File: config.mk
export PLATFORM = sky130hd
export DESIGN_NAME = otcc_ctrl
export DESIGN_NICKNAME = d
export VERILOG_FILES = /design/src/sv/otcc_pkg.sv /design/src/sv/otcc_ctrl.sv
export SDC_FILE = /design/constraint.sdc
export NUM_CORES = 1
export LEC_CHECK = 0
export ABC_CLOCK_PERIOD_IN_PS = 3410
export BUFFER_PORTS_ARGS = -buffer_cell sky130_fd_sc_hd__buf_2
export CAP_MARGIN = 20
export CORE_AREA = 2 2 60 62
export CTS_CLUSTER_SIZE = 30
export DETAILED_ROUTE_END_ITERATION = 16
export DIE_AREA = 0 0 62 64
export GPL_ROUTABILITY_DRIVEN = 0
export PLACE_DENSITY = 0.81
export SLEW_MARGIN = 15
export SYNTH_ARGS = -nofsm -noshare
export SYNTH_HDL_FRONTEND = slang
export SYNTH_SLANG_ARGS = --single-unit
export TNS_END_PERCENT = 20
File: constraint.sdc
create_clock -name clock -period 3.41 [get_ports clock]
set_input_delay 0.1705 -clock clock [delete_from_list [all_inputs] [get_ports clock]]
set_output_delay 0.1705 -clock clock [all_outputs]
set_load 0.02 [all_outputs]
File: src/sv/otcc_pkg.sv
// Shared types and constants for the obstacle table collision checker.
// Used by otcc_ctrl, otcc_datapath, obstacle_table_collision_check and the testbench; no dependencies.
package otcc_pkg;

   localparam int COORD_W = 16;
   localparam int RAD_W   = 15;

   localparam logic [1:0] OP_CLEAR = 2'd0;
   localparam logic [1:0] OP_ADD   = 2'd1;
   localparam logic [1:0] OP_SEG   = 2'd2;
   localparam logic [1:0] OP_POINT = 2'd3;

   typedef struct packed {
      logic [1:0]                op;
      logic signed [COORD_W-1:0] first_x;
      logic signed [COORD_W-1:0] first_y;
      logic signed [COORD_W-1:0] second_x;
      logic signed [COORD_W-1:0] second_y;
      logic [RAD_W-1:0]          circle_radius;
   } req_type;

   typedef struct packed {
      logic path_free;
      logic add_dropped;
   } rsp_type;

   // Commands from the controller to the datapath.
   typedef struct packed {
      logic load_query;
      logic write_entry;
      logic issue;
   } cmd_type;

   // Status from the datapath to the controller.
   typedef struct packed {
      logic pipe_busy;
      logic hit_any;
   } status_type;

endpackage

File: src/sv/otcc_ctrl.sv
// Controller: operation decode, circle count, query sequencing and response register.
// Depends on otcc_pkg.
module otcc_ctrl #(
   parameter int MAX_CIRCLES = 64,
   parameter int IDX_W       = 6,
   parameter int CNT_W       = 7
) (
   input  logic                 clock,
   input  logic                 reset,
   input  logic                 req_valid,
   output logic                 req_stall,
   input  otcc_pkg::req_type    req,
   output logic                 rsp_valid,
   input  logic                 rsp_stall,
   output otcc_pkg::rsp_type    rsp,
   output otcc_pkg::cmd_type    cmd,
   output logic [IDX_W-1:0]     addr,
   input  otcc_pkg::status_type status
);

   localparam logic [1:0] ST_IDLE  = 2'd0;
   localparam logic [1:0] ST_ISSUE = 2'd1;
   localparam logic [1:0] ST_DRAIN = 2'd2;
   localparam logic [1:0] ST_DONE  = 2'd3;

   logic [1:0]       state_ff, state_in;
   logic [CNT_W-1:0] count_ff, count_in;
   logic [CNT_W-1:0] idx_ff, idx_in;
   logic             free_ff, free_in, drop_ff, drop_in;
   logic             rsp_valid_ff, rsp_valid_in;
   otcc_pkg::rsp_type rsp_ff, rsp_in;
   logic             accept, full;

   assign req_stall = (state_ff != ST_IDLE);
   assign accept    = req_valid && !req_stall;
   assign full      = (count_ff == CNT_W'(MAX_CIRCLES));
   assign addr      = (state_ff == ST_ISSUE) ? idx_ff[IDX_W-1:0] : count_ff[IDX_W-1:0];

   always_comb begin
      state_in     = state_ff;
      count_in     = count_ff;
      idx_in       = idx_ff;
      free_in      = free_ff;
      drop_in      = drop_ff;
      rsp_in       = rsp_ff;
      rsp_valid_in = rsp_valid_ff && rsp_stall;
      cmd          = '0;
      case (state_ff)
         ST_IDLE: begin
            if (accept) begin
               free_in = 1'b1;
               drop_in = 1'b0;
               state_in = ST_DONE;
               case (req.op)
                  otcc_pkg::OP_CLEAR: begin
                     count_in = '0;
                  end
                  otcc_pkg::OP_ADD: begin
                     if (full) begin
                        drop_in = 1'b1;
                     end else begin
                        cmd.write_entry = 1'b1;
                        count_in = count_ff + 1'b1;
                     end
                  end
                  default: begin
                     cmd.load_query = 1'b1;
                     idx_in = '0;
                     if (count_ff != '0) begin
                        state_in = ST_ISSUE;
                     end
                  end
               endcase
            end
         end
         ST_ISSUE: begin
            cmd.issue = 1'b1;
            idx_in = idx_ff + 1'b1;
            if (idx_in == count_ff) begin
               state_in = ST_DRAIN;
            end
         end
         ST_DRAIN: begin
            if (!status.pipe_busy) begin
               free_in  = !status.hit_any;
               state_in = ST_DONE;
            end
         end
         ST_DONE: begin
            // Wait until the response register is free or is being taken.
            if (!rsp_valid_ff || !rsp_stall) begin
               rsp_in.path_free   = free_ff;
               rsp_in.add_dropped = drop_ff;
               rsp_valid_in       = 1'b1;
               state_in           = ST_IDLE;
            end
         end
         default: begin
            state_in = ST_IDLE;
         end
      endcase
   end

   always_ff @(posedge clock) begin
      if (reset) begin
         state_ff     <= ST_IDLE;
         count_ff     <= '0;
         rsp_valid_ff <= 1'b0;
      end else begin
         state_ff     <= state_in;
         count_ff     <= count_in;
         rsp_valid_ff <= rsp_valid_in;
      end
      idx_ff  <= idx_in;
      free_ff <= free_in;
      drop_ff <= drop_in;
      rsp_ff  <= rsp_in;
   end

   assign rsp_valid = rsp_valid_ff;
   assign rsp       = rsp_ff;

endmodule

==> metrics.cfg, run 1 <==
[sta]
hold_viol_final=0
fin_crit_ps=2040
fin_skew_ps=6.09
final.setup.tns_ps=0
fin_crit_sh_pct=59.8
report.final.slew_viol_count=0
max_slew_margin_pct=65.8
tightest_slew_ps=512
max_freq_mhz=490
rsz0062_at_grt=false
setup_viol=0

[grt]
grt_usage_pct=13.9
grt_pass1_wl_mm=4.17
grt_overflow=0
grt_antenna_before_repair=0
grt_start_max_net_pins=15
grt_pass1_vias=986

[logic_synthesis]
ys_seq_area_share_pct=39.2
synthTopCellsByArea=edfxtp_1, dfxtp_1, xnor2_1, ha_1, xor2_1
ys_seq_elements=21
synth.largest_area_cell=edfxtp_1
synth_ff_type=edfxtp_1
yosysUniqueCellTypes=43
async_reset_ff_share_pct=0
ys_warn_count=0
synth_edf_count=11
synth.avg_cell_area_um2=10.2
syn-instance-count=133
synth_nets=227
synth_top_area_share_pct=24.4
synth_area_um2=1350

[pwr]
irDropWorstVdd_mv=0.232
p_leak_nw=0.628
power.density_nw_per_um2=663

[floorplanning]
core_region_area_um2=3280
die_width_um=62
die_y_um=64
num_rows=21
num_io_pins=100
dieArea_um2=3970
start_util_pct=41.2

[detailed_routing]
drc=0
wl_per_cell_um=12.4
detail_route.vias_per_cell=5.07
wirelength_mm=2.47
drt_pass1_iterations=4
drt-met1-wl_mm=1.22
met3WireLength_um=87
vias=1014
drt_iter0_markers=54
ant_nets=0
wl_met2_mm=1.11
topRoutingLayerUsed=met4

[layout]
drive_gt1_share_pct=23.4
nets=249
antennaDiodeCount=0
final_common_cell=buf_2
final-instance-count-excl-fill=200
final_cell_mix=buf_2, nor2_1, xnor2_1, edfxtp_1, dfxtp_1
final_core_util_pct=46.2
areaGrowthSynthToFinish_pct=12.1

[worst_hold_path]
min_path_type=input pin to register
hp-start=rsp_stall
hold_end=rsp_valid
min_path_cells=3

[worst_setup_path]
cp-end-kind=register
r2r_end=state_ff[0]
worst_path_max_delay_cell=dfxtp_1
critPathMaxStageDelay_ps=410
start_kind=register
required_ps=3650
r2r_slack_ps=1370
crit_chain=inv_1 > ha_1 > nor2b_4 > a211o_1 > nor4_4 > a311oi_1 > a211oi_2
timing.rr.start=state_ff[0]
critPathMaxFanout=9
reg2regPathDepth=7
crit_type=register to register
arrival_ps=2290

[placed_design]
port-buffer-count=20
placed_cells=196
hpwl_mm=1.98

[clock_network]
cts_root_buf=clkbuf_4
cts.sinks=21
post_cts_buffers=0
cts_made_buffers=3
h-tree-depth=1
clk_pin_slew_worst_paths_ps=110
cts.path.max_buffers=2
cts_hold_buf=0
clock_latency_ps=310
cts_tree=yes
cts.repair.resized=0

[flow_run]
maxCapViolCount=0

[status]
status=complete, no violations

cell families (layout without fill, tap and decap cells):
logic type / Yosys count / in the layout / share of synthesized area [%]
AND/OR/NAND/NOR: 49 / 49 / 21.9
multiplexers: 4 / 4 / 3.33
adder cells (fa/ha/maj): 7 / 7 / 6.47
XOR/XNOR: 20 / 20 / 14.0
flip-flops: 21 / 21 / 39.2
AO/OA/AOI/OAI: 22 / 22 / 11.7
buffers and inverters: 10 / 31 / 3.42
critical path, delay by kind of cell (launching register included):
kind / cells / cell delay, ps
buffers and inverters: 1 / 80
AO/OA/AOI/OAI: 3 / 670
AND/OR/NAND/NOR: 2 / 510
flip-flops: 1 / 410
adder cells (fa/ha/maj): 1 / 290
metal layers:
layer | vias up | GRT usage, %
met4 | 0 | 5.59
met3 | 5 | 2.23
met1 | 471 | 18.6
met5 | - | 0
met2 | 22 | 21.9
li1 | 516 | -
metrics by stage:
| stage | total power [mW] | hold WS (ps) | instance area (um2) | setup WS, ps |
|---|---|---|---|---|
| after floorplan | 0.785 | 309 | 1350 | 1550 |
| after global placement | 0.886 | 409 | 1490 | 1390 |
| after detailed placement | 0.897 | 423 | 1490 | 1380 |
| after CTS | 1.02 | 117 | 1520 | 1350 |
| after global routing | 1.09 | 127 | 1520 | 1120 |
| final | 1.01 | 115 | 1520 | 1370 |
final cells by class:
type	instances	area (um2)
repair buffers	20	100
fillers	310	1770
multi-input cells	102	777
flip-flops and latches	21	531
inverters	7	26.3
clock buffers	4	26.3
well taps	46	57.6
registers in the layout (all words and copies together) (netlist names):
register,count
rsp,2
idx_ff,7
count_ff,7
rsp_valid,1
state_ff,2
free_ff,1
drop_ff,1
worst max-delay path by stage:
| stage | cells past startpoint | endpoint | startpoint | slack [ps] |
|---|---|---|---|---|
| after floorplan | 7 | state_ff[0] | state_ff[0] | 1550 |
| after global placement | 7 | state_ff[1] | state_ff[0] | 1390 |
| after detailed placement | 7 | state_ff[0] | state_ff[0] | 1380 |
| after CTS | 7 | state_ff[0] | state_ff[0] | 1350 |
| after global routing | 7 | state_ff[1] | state_ff[0] | 1120 |
| final | 7 | state_ff[0] | state_ff[0] | 1370 |
cells in the mapped netlist (all sizes together) (4+ instances only):
master / number
nand3: 6
ha: 7
a21oi: 5
and3: 5
xnor2: 11
inv: 7
edfxtp: 11
mux2: 4
dfxtp: 10
nand2: 5
xor2: 8
nor2: 14
report_power, final:
group / internal, mW / leakage (nW) / total [mW] / switching [mW]
registers: 0.337 / 0.184 / 0.389 / 0.0520
logic: 0.209 / 0.429 / 0.497 / 0.288
clock network: 0.0457 / 0.0150 / 0.120 / 0.0747
(Power assumes the default switching activity.)
==> run 2: changes to the inputs <==
--- a/config.mk
+++ b/config.mk
@@ -5,15 +5,15 @@
 export SDC_FILE = /design/constraint.sdc
 export NUM_CORES = 1
 export LEC_CHECK = 0
-export ABC_CLOCK_PERIOD_IN_PS = 3410
+export ABC_CLOCK_PERIOD_IN_PS = 1730
 export BUFFER_PORTS_ARGS = -buffer_cell sky130_fd_sc_hd__buf_2
 export CAP_MARGIN = 20
-export CORE_AREA = 2 2 60 62
+export CORE_AREA = 2 2 65 67
 export CTS_CLUSTER_SIZE = 30
 export DETAILED_ROUTE_END_ITERATION = 16
-export DIE_AREA = 0 0 62 64
+export DIE_AREA = 0 0 67 69
 export GPL_ROUTABILITY_DRIVEN = 0
-export PLACE_DENSITY = 0.81
+export PLACE_DENSITY = 0.73
 export SLEW_MARGIN = 15
 export SYNTH_ARGS = -nofsm -noshare
 export SYNTH_HDL_FRONTEND = slang
==> constraint.sdc (replaced) <==
create_clock -name clock -period 1.73 [get_ports clock]
set_input_delay 0.0865 -clock clock [delete_from_list [all_inputs] [get_ports clock]]
set_output_delay 0.0865 -clock clock [all_outputs]
set_load 0.02 [all_outputs]
==> metrics.cfg, run 2 (same netlist as run 1, synthesis figures left out) <==
[status]
status=finished with violations
violations=negative setup slack

[pwr]
p_sw_mw=0.914  ; +120%
irDropWorstVdd_mv=0.661  ; +190%
p_leak_nw=0.701  ; +12%
combPwrFrac_pct=53.2  ; +3.8 points
power.density_nw_per_um2=1380  ; +110%
p_sw_share_pct=39.4  ; -1.8 points
pwr-share-clk_pct=13.9  ; +1.9 points
p_int_mw=1.40  ; +140%
seqPwrFrac_pct=32.9  ; -5.8 points

[grt]
grt_pass1_wl_mm=4.82  ; +16%
grt_start_max_net_pins=12  ; -3
grt_pass1_vias=1079  ; +9.4%
grt_overflow=0  ; unchanged
grt_usage_pct=13.1  ; -0.80 points
grt_antenna_before_repair=0  ; unchanged

[floorplanning]
die_width_um=67  ; +8.1%
start_util_pct=34.6  ; -6.6 points
core_region_area_um2=3910  ; +19%
num_rows=23  ; +9.5%
die_y_um=69  ; +7.8%
num_io_pins=100  ; unchanged
dieArea_um2=4620  ; +17%

[clock_network]
cts_tree=yes
post_cts_buffers=0  ; unchanged
cts.path.max_buffers=2  ; unchanged
clock_latency_ps=260  ; -50 ps
clk_pin_slew_worst_paths_ps=70  ; -40 ps
h-tree-depth=1  ; unchanged
cts_root_buf=clkbuf_8
cts_made_buffers=3  ; unchanged
cts.sinks=21  ; unchanged

[sta]
fin_skew_ps=1.73  ; -4.35 ps
hold_viol_final=0  ; unchanged
max_freq_mhz=549  ; +12%
tightest_slew_ps=440  ; -72.5 ps
setup_viol=2  ; +2
rsz0062_at_grt=true
finalWorstSetupSlack_ps=-90.0  ; -1460 ps
fin_crit_ps=1820  ; -221 ps
max_slew_margin_pct=70.6  ; +4.8 points
fin_crit_sh_pct=105  ; +45 points
report.final.slew_viol_count=0  ; unchanged

[worst_setup_path]
start_kind=register
timing.rr.start=state_ff[0]
arrival_ps=1990  ; -300 ps
r2r_end=state_ff[0]
reg2regPathDepth=6  ; -1
crit_type=register to register
r2r_slack_ps=-90  ; -1460 ps
critPathMaxFanout=4  ; -5
required_ps=1900  ; -1750 ps
cp-end-kind=register

[detailed_routing]
topRoutingLayerUsed=met4
ant_nets=0  ; unchanged
drt_pass1_iterations=4  ; unchanged
wl_met2_mm=1.32  ; +18%
wl_per_cell_um=13.2  ; +6.7%
drt-met1-wl_mm=1.37  ; +12%
vias=1066  ; +5.1%
met3WireLength_um=140  ; +61%
drc=0  ; unchanged
drt_iter0_markers=24  ; -56%
detail_route.vias_per_cell=4.96  ; -2.2%
wirelength_mm=2.83  ; +15%

[worst_hold_path]
min_path_type=input pin to register
hold_end=rsp_valid
hp-start=rsp_stall
min_path_cells=3  ; unchanged

[layout]
final_cell_mix=buf_2, nor2_1, edfxtp_1
biggestRegsByFlops=count_ff: 7 flops, idx_ff: 7 flops
drive_gt1_share_pct=35.8  ; +12 points
nets=260  ; +4.4%
areaGrowthSynthToFinish_pct=24.2
design_area_um2=1680  ; +11%
antennaDiodeCount=0  ; unchanged
final_common_cell=buf_2

[placed_design]
place_area_um2=1590  ; +6.7%
dp_worst_setup_slack_ps=-97.5  ; -1480 ps
port-buffer-count=20  ; unchanged
hpwl_mm=2.19  ; +11%

[flow_run]
maxCapViolCount=0  ; unchanged

run 2: cell types whose count changed in the layout (fill, tap and decap cells not counted), moves of 3 or more:
cell / delta
buf_4: +10
dfxtp_1: -4
dfxtp_2: +4
clkbuf_4: -3
clkbuf_8: +3
run 2: what timing repair did:
action                                  4_1_cts  5_1_grt
hold buffers                                  0        0
pin swaps                                     0        1
resized for setup                             7        6
endpoints found under the setup margin        8        8
cloned                                        0        0
run 2: worst max-delay path by stage:
stage                            from          end  slack, ps  depth (start not counted)
final                     state_ff[0]  state_ff[0]        -90                          6
after global routing      state_ff[0]  state_ff[0]       -190                          6
after CTS                 state_ff[0]  state_ff[0]       -100                          6
after detailed placement  state_ff[0]  state_ff[0]       -100                          6
after global placement    state_ff[0]  state_ff[0]        -30                          6
after floorplan             idx_ff[0]  state_ff[0]          8                          6
run 2: metal layers:
layer,up-vias,track usage [%]
li1,537,-
met5,-,0
met2,26,21.3
met1,501,17.3
met4,0,2.72
met3,2,3.59
run 2: per-stage QoR:
stage	hold slack (ps)	utilization (%)	std cells	TNS (ps)	total power, mW
after CTS	81.5	42.4	215	-157	2.31
after floorplan	225	-	133	0	1.58
after detailed placement	351	40.7	211	-157	1.94
after global routing	91.8	43.0	215	-404	2.49
after global placement	343	40.7	211	-44.1	1.90
final	81.7	43.0	215	-149	2.32
run 2: final cells by class:
cell class,instances,area (um2)
multi-input cells,102,822
repair buffers,31,190
clock buffers,4,45.0
flip-flops and latches,21,536
well taps,50,62.6
fillers,399,2230
inverters,7,26.3
run 2: critical path, cell delays in order (launching register included):
cell      delay [ps]
dfxtp_2          340
ha_1             200
and3_2           220
a211o_1          290
nor4_4           340
a311oi_1         160
a211oi_2         180
run 2: power groups by stage:
stage / Clock (mW) / Sequential (mW) / Combinational (mW)
3_5_place_dp: 0 / 0.766 / 1.17
6_report: 0.323 / 0.761 / 1.23
2_1_floorplan: 0 / 0.756 / 0.824
3_3_place_gp: 0 / 0.759 / 1.15
4_1_cts: 0.337 / 0.759 / 1.21
5_1_grt: 0.358 / 0.778 / 1.36
==> run 3: changes to the inputs <==
--- a/config.mk
+++ b/config.mk
@@ -14,6 +14,7 @@
 export DIE_AREA = 0 0 67 69
 export GPL_ROUTABILITY_DRIVEN = 0
 export PLACE_DENSITY = 0.73
+export SETUP_SLACK_MARGIN = 0.1
 export SLEW_MARGIN = 15
 export SYNTH_ARGS = -nofsm -noshare
 export SYNTH_HDL_FRONTEND = slang
==> metrics.cfg, run 3 (same netlist as run 1, synthesis figures left out) <==
[status]
status=finished with violations
violations=negative setup slack

[floorplanning]
num_io_pins=100  ; unchanged
num_rows=23  ; unchanged
dieArea_um2=4620  ; unchanged
start_util_pct=34.6  ; unchanged
die_width_um=67  ; unchanged
die_y_um=69  ; unchanged
core_region_area_um2=3910  ; unchanged

[placed_design]
port-buffer-count=20  ; unchanged
place_area_um2=1590  ; unchanged
hpwl_mm=2.19  ; unchanged

[worst_setup_path]
arrival_ps=1950  ; -40 ps
cp-end-kind=register
critPathMaxFanout=4  ; unchanged
crit_type=register to register
start_kind=register
required_ps=1900  ; about the same

[pwr]
p_leak_nw=0.732  ; +4.4%
irDropWorstVdd_mv=0.771  ; +17%
p_int_mw=1.51  ; +7.7%
p_sw_mw=0.956  ; +4.6%
combPwrFrac_pct=55.5  ; +2.3 points
pwr-share-clk_pct=13.1  ; -0.8 points
p_sw_share_pct=38.8  ; -0.68 points
seqPwrFrac_pct=31.3  ; -1.6 points
power.density_nw_per_um2=1390  ; +0.76%

[sta]
final.setup.tns_ps=-58.5  ; +90.8 ps
setup_viol=2  ; unchanged
finalWorstSetupSlack_ps=-44.0  ; +46.0 ps
fin_crit_sh_pct=103  ; -2.7 points
tightest_slew_ps=326  ; -114 ps
max_slew_margin_pct=78.1  ; +7.5 points
max_freq_mhz=564  ; +2.6%
rsz0062_at_grt=true
hold_viol_final=0  ; unchanged
fin_crit_ps=1770  ; -46.0 ps
report.final.slew_viol_count=0  ; unchanged
fin_skew_ps=1.95  ; +0.219 ps

[grt]
grt_pass1_wl_mm=5.10  ; +5.7%
grt_antenna_before_repair=0  ; unchanged
grt_pass1_vias=1109  ; +2.8%
grt_start_max_net_pins=12  ; unchanged
grt_overflow=0  ; unchanged
grt_usage_pct=13.9  ; +0.76 points

[clock_network]
cts.path.max_buffers=2  ; unchanged
h-tree-depth=1  ; unchanged
cts_hold_buf=0  ; unchanged
cts_made_buffers=3  ; unchanged
cts.sinks=21  ; unchanged
clock_latency_ps=260  ; about the same
cts_tree=yes
clk_pin_slew_worst_paths_ps=80  ; about the same
cts_root_buf=clkbuf_8

[detailed_routing]
wl_per_cell_um=13.6  ; +3.1%
detail_route.vias_per_cell=4.99  ; +0.57%
drc=0  ; unchanged
wirelength_mm=2.95  ; +4.0%
ant_nets=0  ; unchanged
drt_iter0_markers=36  ; +50%
drt_pass1_iterations=4  ; unchanged
vias=1082  ; +1.5%

[worst_hold_path]
min_path_type=input pin to register

[layout]
design_area_um2=1780  ; +5.7%
antennaDiodeCount=0  ; unchanged
nets=262  ; +0.77%
final_cell_mix=nor2_1, buf_4, buf_2
areaGrowthSynthToFinish_pct=31.2
drive_gt1_share_pct=39.5  ; +3.8 points
biggestRegsByFlops=count_ff: 7 flops, idx_ff: 7 flops

[flow_run]
maxCapViolCount=0  ; unchanged

==> run 3: changes by cell type in the layout (fill, tap and decap cells not counted), moves of 2 or more <==
cell	previous run	this run
mux2_2	4	0
buf_6	0	5
buf_2	20	13
ha_1	5	3
buf_4	10	14
mux2_4	0	4
ha_2	0	2
o21ai_0	3	1
o21ai_1	0	2
==> run 3: path summary, 6_finish.rpt <==
kind	start	endpoint	slack, ps	depth (start not counted)
max reg2reg	state_ff[0]	state_ff[0]	-40	6
max	state_ff[0]	state_ff[0]	-40	6
min reg2reg	free_ff	rsp[1]	440	0
min	rsp_stall	rsp_valid	90	3
==> run 3: cell type report <==
type | count | area (um2)
well taps | 50 | 62.6
flip-flops and latches | 21 | 538
clock buffers | 4 | 45.0
multi-input cells | 102 | 861
inverters | 7 | 28.8
repair buffers | 33 | 241
fillers | 391 | 2140
==> run 3: critical path, stage by stage (launching register included) <==
cell      delay [ps]
dfxtp_4          370
ha_2             190
and3_4           180
a211o_1          280
nor4_4           340
a311oi_1         160
a211oi_2         170
==> run 3: stage by stage <==
stage	power (mW)	worst slack, ps	hold WS [ps]	std cells	utilization (%)
final	2.47	-44.0	86.5	217	45.4
after global routing	2.65	-137	89.6	217	45.4
after CTS	2.40	-104	81.5	216	44.1
after detailed placement	1.94	-97.5	351	211	40.7
after global placement	1.90	-27.8	343	211	40.7
after floorplan	1.58	8.46	225	133	-
==> run 3: timing repair <==
item                                   in CTS  in global routing
setup endpoints to repair                  11                 11
setup buffers                               1                  1
gates resized for setup                    25                 15
pin swaps                                   4                  4
endpoints found under the hold margin       0                  0
==> run 3: power groups by stage <==
stage | combinational (mW) | clock [mW] | sequential (mW)
after global routing | 1.50 | 0.360 | 0.790
after detailed placement | 1.17 | 0 | 0.766
after CTS | 1.30 | 0.337 | 0.763
final | 1.37 | 0.323 | 0.773
after floorplan | 0.824 | 0 | 0.756
after global placement | 1.15 | 0 | 0.759
==> run 3: per-layer routing <==
metal	track usage [%]	vias to the layer above	share of wire, %
met4	2.72	0	0.27
met3	4.08	2	4.4
met2	22.1	22	47
li1	-	544	-
met5	0	-	0
met1	18.7	514	48
